===== src/fss_pkg.sv =====
// ----------------------------------------------------------------------------
// fss_pkg
// Shared types, constants and helpers for the first-free slot store.
// ----------------------------------------------------------------------------
package fss_pkg;

    localparam int SLOTS     = 64;
    localparam int BAG_WIDTH = 32;
    localparam int SLOT_W    = 7;                 // slot number, 0..SLOTS
    localparam int IDX_W     = $clog2(SLOTS);     // slot index, slot - 1
    localparam int GRP       = 8;                 // occupancy bits per group
    localparam int GRP_W     = $clog2(GRP);
    localparam int NGRP      = SLOTS / GRP;
    localparam int NGRP_W    = $clog2(NGRP);

    typedef enum logic [1:0] {
        OP_DEP_FIRST = 2'd0,
        OP_DEP_AT    = 2'd1,
        OP_WITHDRAW  = 2'd2,
        OP_QUERY     = 2'd3
    } t_op;

    typedef enum logic [2:0] {
        STS_OK       = 3'd0,
        STS_FULL     = 3'd1,
        STS_BAD      = 3'd2,
        STS_EMPTY    = 3'd3,
        STS_OCCUPIED = 3'd4
    } t_status;

    typedef struct packed {
        t_op                  operation;
        logic [SLOT_W-1:0]    slot;
        logic [BAG_WIDTH-1:0] bag;
    } t_req;

    typedef struct packed {
        logic [SLOT_W-1:0]    result_slot;
        logic [BAG_WIDTH-1:0] result_bag;
        logic                 slot_free;
        logic [SLOT_W-1:0]    free_count;
        t_status              status;
    } t_res;

    // Occupancy update from the sequencer to the occupancy map.
    typedef struct packed {
        logic             we;
        logic             set_val;
        logic [IDX_W-1:0] idx;
    } t_occ_upd;

    // Clamp a slot count register value to 1..SLOTS.
    function automatic logic [SLOT_W-1:0] eff_slots(input logic [SLOT_W-1:0] v);
        logic [SLOT_W-1:0] r;
        r = v;
        if (v == '0) begin
            r = SLOT_W'(1);
        end else if (v > SLOT_W'(SLOTS)) begin
            r = SLOT_W'(SLOTS);
        end
        return r;
    endfunction

endpackage


===== src/fss_payload_ram.sv =====
// ----------------------------------------------------------------------------
// fss_payload_ram
// Single-port-write, registered-read payload memory.
// ----------------------------------------------------------------------------
module fss_payload_ram #(
    parameter int DEPTH = 64,
    parameter int WIDTH = 32
) (
    input  logic                     i_clk,
    input  logic                     i_we,
    input  logic [$clog2(DEPTH)-1:0] i_waddr,
    input  logic [WIDTH-1:0]         i_wdata,
    input  logic                     i_re,
    input  logic [$clog2(DEPTH)-1:0] i_raddr,
    output logic [WIDTH-1:0]         o_rdata
);

    logic [WIDTH-1:0] r_mem [DEPTH];
    logic [WIDTH-1:0] r_rdata;

    always_ff @(posedge i_clk) begin
        if (i_we) begin
            r_mem[i_waddr] <= i_wdata;
        end
    end

    always_ff @(posedge i_clk) begin
        if (i_re) begin
            r_rdata <= r_mem[i_raddr];
        end
    end

    assign o_rdata = r_rdata;

endmodule


===== src/fss_occ_map.sv =====
// ----------------------------------------------------------------------------
// fss_occ_map
// Occupancy flags with a registered per-group first-free summary.
// ----------------------------------------------------------------------------
module fss_occ_map (
    input  logic                     i_clk,
    input  logic                     i_rst_n,
    input  logic                     i_clr,
    input  logic                     i_snap,
    input  fss_pkg::t_occ_upd        i_upd,
    input  logic [fss_pkg::IDX_W-1:0] i_idx,
    output logic                     o_occ_bit,
    output logic [fss_pkg::IDX_W-1:0] o_first_idx
);
    import fss_pkg::*;

    logic [SLOTS-1:0] r_occ;
    logic [NGRP-1:0]  r_grp_free;
    logic [GRP_W-1:0] r_grp_pos [NGRP];

    logic [NGRP-1:0]  n_grp_free;
    logic [GRP_W-1:0] n_grp_pos [NGRP];
    logic [NGRP_W-1:0] w_grp_sel;

    always_ff @(posedge i_clk) begin
        if (!i_rst_n || i_clr) begin
            r_occ <= '0;
        end else if (i_upd.we) begin
            r_occ[i_upd.idx] <= i_upd.set_val;
        end
    end

    // Per-group lowest free bit, lowest index wins.
    always_comb begin
        for (int g = 0; g < NGRP; g++) begin
            n_grp_free[g] = ~&r_occ[g*GRP +: GRP];
            n_grp_pos[g]  = '0;
            for (int b = GRP - 1; b >= 0; b--) begin
                if (!r_occ[g*GRP + b]) begin
                    n_grp_pos[g] = GRP_W'(b);
                end
            end
        end
    end

    always_ff @(posedge i_clk) begin
        if (i_snap) begin
            r_grp_free <= n_grp_free;
            r_grp_pos  <= n_grp_pos;
        end
    end

    always_comb begin
        w_grp_sel = '0;
        for (int g = NGRP - 1; g >= 0; g--) begin
            if (r_grp_free[g]) begin
                w_grp_sel = NGRP_W'(g);
            end
        end
    end

    assign o_first_idx = {w_grp_sel, r_grp_pos[w_grp_sel]};
    assign o_occ_bit   = r_occ[i_idx];

`ifndef SYNTHESIS
    a_clr_empties : assert property (@(posedge i_clk) disable iff (!i_rst_n)
        i_clr |=> (r_occ == '0))
        else $error("occupancy not cleared");

    a_upd_lands : assert property (@(posedge i_clk) disable iff (!i_rst_n)
        (i_upd.we && !i_clr) |=> (r_occ[$past(i_upd.idx)] == $past(i_upd.set_val)))
        else $error("occupancy update lost");
`endif

endmodule


===== src/first_free_slot_store.sv =====
// ----------------------------------------------------------------------------
// first_free_slot_store
// Numbered slot store: deposit first free, deposit at slot, withdraw, query.
// ----------------------------------------------------------------------------
// Usage:
//   Request channel (i_req_valid / o_req_ready / i_req) carries one operation,
//   a slot number (1..slots_in_use) and a payload tag. Result channel
//   (o_res_valid / i_res_ready / o_res) returns exactly one result per
//   request: the slot used, a withdrawn tag, the slot's free state, the
//   free count and a status code.
//   An accepted request is held in the request register while it executes;
//   its result goes to the output register. Requests are taken only in idle,
//   not before the last one commits. Payload is read at accept and written
//   on commit; the lowest free slot comes from a per-group summary registered
//   at accept and a final group select in execute; occupancy is updated there.
//   A new request is taken while a finished result waits in the output
//   register; if the receiver stalls, the next request holds in execute
//   until the output register frees up.
//   Reset: slots_in_use = 64, every slot free, no result pending. Writing
//   slots_in_use (i_cfg_we) empties the store; write only while idle.
//   Payload entries are undefined until deposited, and the read data is only
//   used behind a set occupancy flag.
// ----------------------------------------------------------------------------
module first_free_slot_store (
    input  logic                       i_clk,
    input  logic                       i_rst_n,
    input  logic                       i_req_valid,
    output logic                       o_req_ready,
    input  fss_pkg::t_req              i_req,
    output logic                       o_res_valid,
    input  logic                       i_res_ready,
    output fss_pkg::t_res              o_res,
    input  logic                       i_cfg_we,
    input  logic [fss_pkg::SLOT_W-1:0] i_cfg_data
);
    import fss_pkg::*;

    typedef enum logic [1:0] {
        S_IDLE = 2'b01,
        S_EXEC = 2'b10
    } t_state;

    t_state            r_state, n_state;
    t_req              r_req;
    t_res              r_res, n_res;
    logic              r_res_valid;
    logic [SLOT_W-1:0] r_slots;
    logic [SLOT_W-1:0] r_count, n_count;

    logic              w_accept;
    logic              w_commit;
    logic [SLOT_W-1:0] w_n;
    logic [SLOT_W-1:0] w_in_m1;
    logic [SLOT_W-1:0] w_req_m1;
    logic [IDX_W-1:0]  w_req_idx;
    logic              w_bad;
    logic              w_occ_bit;
    logic [IDX_W-1:0]  w_first_idx;
    logic [BAG_WIDTH-1:0] w_rdata;
    t_occ_upd          w_upd;
    logic              w_mem_we;
    logic [IDX_W-1:0]  w_mem_waddr;

    assign o_req_ready = (r_state == S_IDLE);
    assign w_accept    = i_req_valid && o_req_ready;
    assign w_commit    = (r_state == S_EXEC) && (!r_res_valid || i_res_ready);

    assign w_n       = eff_slots(r_slots);
    assign w_in_m1   = i_req.slot - SLOT_W'(1);
    assign w_req_m1  = r_req.slot - SLOT_W'(1);
    assign w_req_idx = w_req_m1[IDX_W-1:0];
    assign w_bad     = (r_req.slot == '0) || (r_req.slot > w_n);

    // Payload memory: read at accept, write on commit. The sequencer keeps
    // the read and the write of one request in different cycles.
    fss_payload_ram #(
        .DEPTH (SLOTS),
        .WIDTH (BAG_WIDTH)
    ) u_ram (
        .i_clk   (i_clk),
        .i_we    (w_mem_we),
        .i_waddr (w_mem_waddr),
        .i_wdata (r_req.bag),
        .i_re    (w_accept),
        .i_raddr (w_in_m1[IDX_W-1:0]),
        .o_rdata (w_rdata)
    );

    fss_occ_map u_occ (
        .i_clk       (i_clk),
        .i_rst_n     (i_rst_n),
        .i_clr       (i_cfg_we),
        .i_snap      (w_accept),
        .i_upd       (w_upd),
        .i_idx       (w_req_idx),
        .o_occ_bit   (w_occ_bit),
        .o_first_idx (w_first_idx)
    );

    // Execute: decide the result and the state update for the held request.
    always_comb begin
        n_res             = '0;
        n_res.status      = STS_OK;
        w_upd             = '0;
        w_mem_we          = 1'b0;
        w_mem_waddr       = w_req_idx;
        n_count           = r_count;

        case (r_req.operation)
            OP_DEP_FIRST: begin
                if (r_count == '0) begin
                    n_res.status = STS_FULL;
                end else begin
                    n_res.result_slot = SLOT_W'(w_first_idx) + SLOT_W'(1);
                    w_upd.we          = 1'b1;
                    w_upd.set_val     = 1'b1;
                    w_upd.idx         = w_first_idx;
                    w_mem_we          = 1'b1;
                    w_mem_waddr       = w_first_idx;
                    n_count           = r_count - SLOT_W'(1);
                end
            end
            OP_DEP_AT: begin
                if (w_bad) begin
                    n_res.status = STS_BAD;
                end else if (w_occ_bit) begin
                    n_res.result_slot = r_req.slot;
                    n_res.status      = STS_OCCUPIED;
                end else begin
                    n_res.result_slot = r_req.slot;
                    w_upd.we          = 1'b1;
                    w_upd.set_val     = 1'b1;
                    w_upd.idx         = w_req_idx;
                    w_mem_we          = 1'b1;
                    n_count           = r_count - SLOT_W'(1);
                end
            end
            OP_WITHDRAW: begin
                if (w_bad) begin
                    n_res.status = STS_BAD;
                end else if (!w_occ_bit) begin
                    n_res.result_slot = r_req.slot;
                    n_res.slot_free   = 1'b1;
                    n_res.status      = STS_EMPTY;
                end else begin
                    n_res.result_slot = r_req.slot;
                    n_res.result_bag  = w_rdata;
                    n_res.slot_free   = 1'b1;
                    w_upd.we          = 1'b1;
                    w_upd.set_val     = 1'b0;
                    w_upd.idx         = w_req_idx;
                    n_count           = r_count + SLOT_W'(1);
                end
            end
            OP_QUERY: begin
                if (w_bad) begin
                    n_res.status = STS_BAD;
                end else begin
                    n_res.result_slot = r_req.slot;
                    n_res.slot_free   = !w_occ_bit;
                end
            end
            default: begin
                n_res.status = STS_BAD;
            end
        endcase

        n_res.free_count = n_count;

        // Drop all side effects until the output register can take the result.
        if (!w_commit) begin
            w_upd    = '0;
            w_mem_we = 1'b0;
        end
    end

    always_comb begin
        n_state = r_state;
        case (r_state)
            S_IDLE: begin
                if (w_accept) begin
                    n_state = S_EXEC;
                end
            end
            S_EXEC: begin
                if (w_commit) begin
                    n_state = S_IDLE;
                end
            end
            default: begin
                n_state = S_IDLE;
            end
        endcase
    end

    always_ff @(posedge i_clk) begin
        if (!i_rst_n) begin
            r_state     <= S_IDLE;
            r_res_valid <= 1'b0;
            r_slots     <= SLOT_W'(SLOTS);
            r_count     <= SLOT_W'(SLOTS);
        end else begin
            r_state <= n_state;
            if (w_commit) begin
                r_res_valid <= 1'b1;
            end else if (i_res_ready) begin
                r_res_valid <= 1'b0;
            end
            if (i_cfg_we) begin
                // Empty the store under the new slot count.
                r_slots <= i_cfg_data;
                r_count <= eff_slots(i_cfg_data);
            end else if (w_commit) begin
                r_count <= n_count;
            end
        end
    end

    // Hold the request for the execute state and the result on commit; payload needs no reset.
    always_ff @(posedge i_clk) begin
        if (w_accept) begin
            r_req <= i_req;
        end
        if (w_commit) begin
            r_res <= n_res;
        end
    end

    assign o_res_valid = r_res_valid;
    assign o_res       = r_res;

`ifndef SYNTHESIS
    a_count_in_range : assert property (@(posedge i_clk) disable iff (!i_rst_n)
        r_count <= w_n)
        else $error("free count above slot count");

    a_full_means_zero : assert property (@(posedge i_clk) disable iff (!i_rst_n)
        (o_res_valid && (o_res.status == STS_FULL)) |-> (o_res.free_count == '0))
        else $error("full reported with free slots");

    a_commit_returns : assert property (@(posedge i_clk) disable iff (!i_rst_n)
        w_commit |=> (r_state == S_IDLE) && r_res_valid)
        else $error("commit did not publish result");
`endif

endmodule


===== config.mk =====
export PLATFORM = sky130hd
export DESIGN_NAME = first_free_slot_store
export DESIGN_NICKNAME = d
export VERILOG_FILES = /design/src/fss_pkg.sv /design/src/fss_payload_ram.sv /design/src/fss_occ_map.sv /design/src/first_free_slot_store.sv
export SDC_FILE = /design/constraint.sdc
export NUM_CORES = 2
export LEC_CHECK = 0
export BUFFER_PORTS_ARGS = -buffer_cell sky130_fd_sc_hd__buf_2
export CAP_MARGIN = 20
export CORE_MARGIN = 2
export CORE_UTILIZATION = 32
export CTS_CLUSTER_DIAMETER = 200
export CTS_CLUSTER_SIZE = 12
export DETAILED_ROUTE_END_ITERATION = 6
export SLEW_MARGIN = 40
export SYNTH_ARGS = -nofsm -noshare
export SYNTH_HDL_FRONTEND = slang
export SYNTH_SLANG_ARGS = --single-unit

===== constraint.sdc =====
create_clock -name i_clk -period 7.36 [get_ports i_clk]
set_input_delay 1.472 -clock i_clk [delete_from_list [all_inputs] [get_ports i_clk]]
set_output_delay 1.472 -clock i_clk [all_outputs]
set_load 0.05 [all_outputs]

==> results.tsv <==
stage	metric	value	unit
hold_path	worst hold path type	reg2reg	
clock_network	CTS Hold Bufs	0	
drt	Pre-Repair DR Iteration Count	6	
setup_path	arrival time at the worst endpoint	6250	ps
drt	via count	42563	
timing	worst-case hold slack	495	ps
clock_network	depth of the CTS H-tree	4	
floorplan	number of primary I/O pins	105	
grt	largest net degree at the start of global routing	91	
grt	vias in the first global route	42108	
power_and_ir_drop	Leak	31.3	nW
drt	total wirelength of the detailed-routed design	236000	µm
power_and_ir_drop	Psw	0.00594	W
setup_path	r2r setup slk	1590	ps
clock_network	clock network latency to the later pin of the worst-skew pair	870	ps
hold_path	cell depth of the worst hold path	2	
setup_path	classification of the worst setup path	reg2reg	
yosys	synthesized instance count	3970	
timing	actual transition at the worst max-transition pin	863	ps
grt	total routing usage reported by global routing	16.6	%
yosys	#FFs+latches synth	2284	
power_and_ir_drop	Power per Cell Area	257	nW/µm²
yosys	Async S/R FF share, synth	0	%
yosys	cell area after technology mapping	88800	µm²
power_and_ir_drop	maximum VDD drop	0.000224	V
drt	post-detailed-route via-to-cell ratio	5.29	
place	HPWL reported at the end of detailed placement	146000	µm
yosys	number of enable-type register cells in the synthesized netlist	2203	
grt	global routing met3 resource utilization	2.85	%
hold_path	startpoint of the worst hold path	u_occ.r_occ[30]	
timing	share of the clock period used by the worst path	78.3	%
power_and_ir_drop	Int Pwr	0.0202	W
run_status	run status	finished, final reports clean	
setup_path	Worst Reg-to-Reg Cells	14	
setup_path	worst r2r dst	u_ram.r_mem[33][20]	
power_and_ir_drop	register share of total power	55.0	%
timing	worst slew margin relative to its limit	42.5	%
setup_path	endpoint class of the critical path	flip-flop	
hold_path	end point of the worst hold path	u_occ.r_occ[30]	
setup_path	crit-path max FO	40	
floorplan	DIE HEIGHT	531	µm
grt	met1 usage in global routing	22.7	%
drt	antenna-violating nets left	0	
power_and_ir_drop	combinational share of power	7.9	%
clock_network	clock slew at reported path FFs	70	ps
floorplan	total number of placement rows	193	
power_and_ir_drop	switching share of power	22.7	%
clock_network	count of cells resized by post-cts repair	0	
clock_network	CTS sink count	2284	
timing	Fin Setup TNS	0	ps
job	max capacitance violation total	0	
cells_and_area	Syn-to-layout area delta	14.7	%
drt	drc violations	0	
yosys	Synth Net Count	4035	
clock_network	setup repair bufs after CTS	0	
yosys	primary flip-flop cell chosen by synthesis mapping	sky130_fd_sc_hd__edfxtp_1	
grt	antenna violations before repair	22	
grt	layer with the highest usage after global routing	met2	
grt	met2 track demand over resource in global routing	27.6	%
clock_network	TritonCTS clock tree	built	
place	Final Wtd Congestion	0.840	
yosys	Ys Warns	0	
timing	number of endpoints with negative hold slack in the final report	0	
drt	Detailed Route Iter0 Violations	5440	
place	port buffer count	104	
power_and_ir_drop	clock group share of total power	37.1	%
setup_path	worst flop-to-flop path startpoint	r_req[32]	
cells_and_area	number of nets in the final layout	4348	
clock_network	Inserted Clock Buffers	208	
setup_path	required time of the critical path	7840	ps
timing	RSZ-0062 raised after global routing	false	
timing	minimum clock period	5770	ps
yosys	synthesized area divided by synthesized cell count	22.4	µm²
drt	average wire per cell in the routed design	29.3	µm
clock_network	Clock Tree Buf Depth	3	
timing	number of endpoints failing setup at the final stage	0	
timing	number of pins exceeding their max-slew limit in the final report	0	
grt	wire length of the first global-routing pass	331000	µm
cells_and_area	layout cells sized above 1	30.7	%
floorplan	CORE AREA	276000	µm²
grt	global route total overflow	0	
timing	worst-case clock skew	63.5	ps
setup_path	critical path launch point type	flip-flop	
clock_network	root buf cell	sky130_fd_sc_hd__clkbuf_16	
yosys	number of distinct library cell variants in the gate-level netlist after synthesis	83	
floorplan	starting density of the core	32.2	%
floorplan	Chip Width	531	µm
timing	max frequency	0.173	GHz
floorplan	floorplan die area	282000	µm²
yosys	fraction of the yosys area taken by sequential cells	76.3	%
## critical path: stages (launching register included)
cell	delay, ps
sky130_fd_sc_hd__edfxtp_1	530
sky130_fd_sc_hd__inv_2	260
sky130_fd_sc_hd__ha_4	760
sky130_fd_sc_hd__mux2i_1	270
sky130_fd_sc_hd__mux4_2	250
sky130_fd_sc_hd__mux2i_1	90
sky130_fd_sc_hd__mux2i_2	340
sky130_fd_sc_hd__mux2i_4	230
sky130_fd_sc_hd__o21ai_0	610
sky130_fd_sc_hd__o2111a_1	510
sky130_fd_sc_hd__buf_4	200
sky130_fd_sc_hd__nand3_1	290
sky130_fd_sc_hd__buf_4	330
sky130_fd_sc_hd__nor2_4	210
sky130_fd_sc_hd__buf_4	430
## logic make-up (layout without fill, tap and decap cells)
| logic type | Yosys count | after routing | synth area share (%) |
|---|---|---|---|
| flip-flops | 2284 | 2284 | 76.3 |
| multiplexers | 783 | 783 | 18.4 |
| AND/OR/NAND/NOR | 478 | 478 | 2.53 |
| buffers and inverters | 228 | 598 | 1.00 |
| AO/OA/AOI/OAI | 168 | 168 | 1.39 |
| XOR/XNOR | 17 | 17 | 0.185 |
| adder cells (fa/ha/maj) | 12 | 12 | 0.169 |
| other | 0 | 6 | 0 |
## final cells by class
cell class                 count  area [µm²]
antenna                        6        15.0
clock buffer                 252        5390
clock inverter                15         340
fill                       24866      174000
inverter                      27         103
multi-input combinational   1458       20800
sequential                  2284       67800
tap                         3705        4640
timing repair buffer         304        2840
## layout by cell type, fill, tap and decap left out, types with 7 or more instances in the layout
| master | instances |
|---|---|
| sky130_fd_sc_hd__edfxtp_1 | 2203 |
| sky130_fd_sc_hd__mux4_2 | 681 |
| sky130_fd_sc_hd__nand2_1 | 211 |
| sky130_fd_sc_hd__clkbuf_16 | 209 |
| sky130_fd_sc_hd__buf_4 | 121 |
| sky130_fd_sc_hd__buf_2 | 103 |
| sky130_fd_sc_hd__mux2i_1 | 98 |
| sky130_fd_sc_hd__dfxtp_1 | 81 |
| sky130_fd_sc_hd__nor2_4 | 65 |
| sky130_fd_sc_hd__nor2_1 | 58 |
| sky130_fd_sc_hd__buf_12 | 51 |
| sky130_fd_sc_hd__clkbuf_1 | 43 |
| sky130_fd_sc_hd__and2_1 | 36 |
| sky130_fd_sc_hd__o21ai_0 | 28 |
| sky130_fd_sc_hd__nor3_1 | 26 |
| sky130_fd_sc_hd__inv_1 | 25 |
| sky130_fd_sc_hd__buf_6 | 23 |
| sky130_fd_sc_hd__a21oi_1 | 17 |
| sky130_fd_sc_hd__nand3_1 | 17 |
| sky130_fd_sc_hd__o21a_1 | 13 |
| sky130_fd_sc_hd__nor2b_1 | 12 |
| sky130_fd_sc_hd__a21boi_0 | 12 |
| sky130_fd_sc_hd__ha_1 | 10 |
| sky130_fd_sc_hd__a31oi_1 | 9 |
| sky130_fd_sc_hd__xnor2_1 | 7 |
| sky130_fd_sc_hd__clkinv_16 | 7 |
## flip-flops by register name, indices dropped and copies added (netlist names)
name / count
u_ram.r_mem: 2048
r_state: 2
o_res_valid: 1
u_ram.o_rdata: 32
u_occ.r_occ: 64
o_res: 50
u_occ.r_grp_free: 8
r_slots: 7
r_req: 41
r_count: 7
u_occ.r_grp_pos: 24
## per-stage QoR
step / instances / setup slack (ps) / total power, W / area, µm² / utilization, %
finish: 8051 / 1590 / 0.0262 / 102000 / 36.9
global placement: 7762 / 1520 / 0.0167 / 95700 / 34.6
detailed placement: 7772 / 1620 / 0.0167 / 96000 / 34.7
global route: 8046 / 1300 / 0.0269 / 102000 / 36.9
CTS: 8039 / 1530 / 0.0264 / 102000 / 36.8
floorplan: 3970 / 1900 / 0.0158 / 88800 / -
## layer usage
metal / up-vias / wire length, µm
met2: 1838 / 116000
li1: 17271 / -
met5: - / 13
met4: 2 / 5680
met3: 277 / 18400
met1: 23175 / 95200
## synthesized netlist by cell type, types with 4 or more instances
| cell | n | area (µm²) |
|---|---|---|
| sky130_fd_sc_hd__nor3_1 | 26 | 130 |
| sky130_fd_sc_hd__xor2_1 | 6 | 52.6 |
| sky130_fd_sc_hd__nand2b_1 | 8 | 50.1 |
| sky130_fd_sc_hd__ha_1 | 12 | 150 |
| sky130_fd_sc_hd__and2_1 | 37 | 231 |
| sky130_fd_sc_hd__clkbuf_1 | 148 | 556 |
| sky130_fd_sc_hd__o21a_1 | 13 | 97.6 |
| sky130_fd_sc_hd__mux2i_1 | 98 | 981 |
| sky130_fd_sc_hd__xnor2_1 | 9 | 78.8 |
| sky130_fd_sc_hd__a211oi_1 | 5 | 37.5 |
| sky130_fd_sc_hd__o21ai_0 | 29 | 145 |
| sky130_fd_sc_hd__o211ai_1 | 5 | 37.5 |
| sky130_fd_sc_hd__a31oi_1 | 9 | 56.3 |
| sky130_fd_sc_hd__a21boi_0 | 12 | 90.1 |
| sky130_fd_sc_hd__a21boi_1 | 6 | 45.0 |
| sky130_fd_sc_hd__a21oi_1 | 17 | 85.1 |
| sky130_fd_sc_hd__nor2_1 | 123 | 462 |
| sky130_fd_sc_hd__or3_1 | 5 | 31.3 |
| sky130_fd_sc_hd__nand3_1 | 17 | 85.1 |
| sky130_fd_sc_hd__edfxtp_1 | 2203 | 66200 |
| sky130_fd_sc_hd__o211a_1 | 4 | 40.0 |
| sky130_fd_sc_hd__o31ai_1 | 6 | 45.0 |
| sky130_fd_sc_hd__or2_2 | 4 | 25.0 |
| sky130_fd_sc_hd__o21ai_1 | 4 | 20.0 |
| sky130_fd_sc_hd__nand4_1 | 6 | 37.5 |
| sky130_fd_sc_hd__a21o_1 | 5 | 37.5 |
| sky130_fd_sc_hd__buf_1 | 44 | 165 |
| sky130_fd_sc_hd__dfxtp_1 | 81 | 1620 |
| sky130_fd_sc_hd__inv_1 | 25 | 93.8 |
| sky130_fd_sc_hd__nor4_4 | 5 | 106 |
| sky130_fd_sc_hd__nand2_1 | 214 | 803 |
| sky130_fd_sc_hd__buf_4 | 5 | 37.5 |
| sky130_fd_sc_hd__mux4_2 | 681 | 15300 |
| sky130_fd_sc_hd__nor3_2 | 7 | 70.1 |
| sky130_fd_sc_hd__nor2b_1 | 13 | 81.3 |
| sky130_fd_sc_hd__o22ai_1 | 5 | 31.3 |
| sky130_fd_sc_hd__o32ai_1 | 4 | 35.0 |
| sky130_fd_sc_hd__o31a_1 | 4 | 35.0 |
## how the worst max path moves through the flow
stage,slack [ps],end,cells past startpoint,start
final,1590,u_ram.r_mem[33][20],14,r_req[32]
after floorplan,1900,u_ram.o_rdata[11],10,i_req[32]
after CTS,1530,u_ram.r_mem[33][25],14,r_req[32]
after global placement,1520,u_ram.r_mem[33][29],14,r_req[32]
after global routing,1300,u_ram.r_mem[33][20],14,r_req[32]
after detailed placement,1620,u_ram.r_mem[33][29],14,r_req[32]
## power groups by stage
stage	combinational (W)	clock (W)	sequential, W
6_report	0.00206	0.00972	0.0144
3_5_place_dp	0.00208	0	0.0147
3_3_place_gp	0.00204	0	0.0147
5_1_grt	0.00214	0.0104	0.0144
2_1_floorplan	0.00103	0	0.0148
4_1_cts	0.00208	0.00993	0.0144
Note: power is estimated with default switching activity, not from simulation.
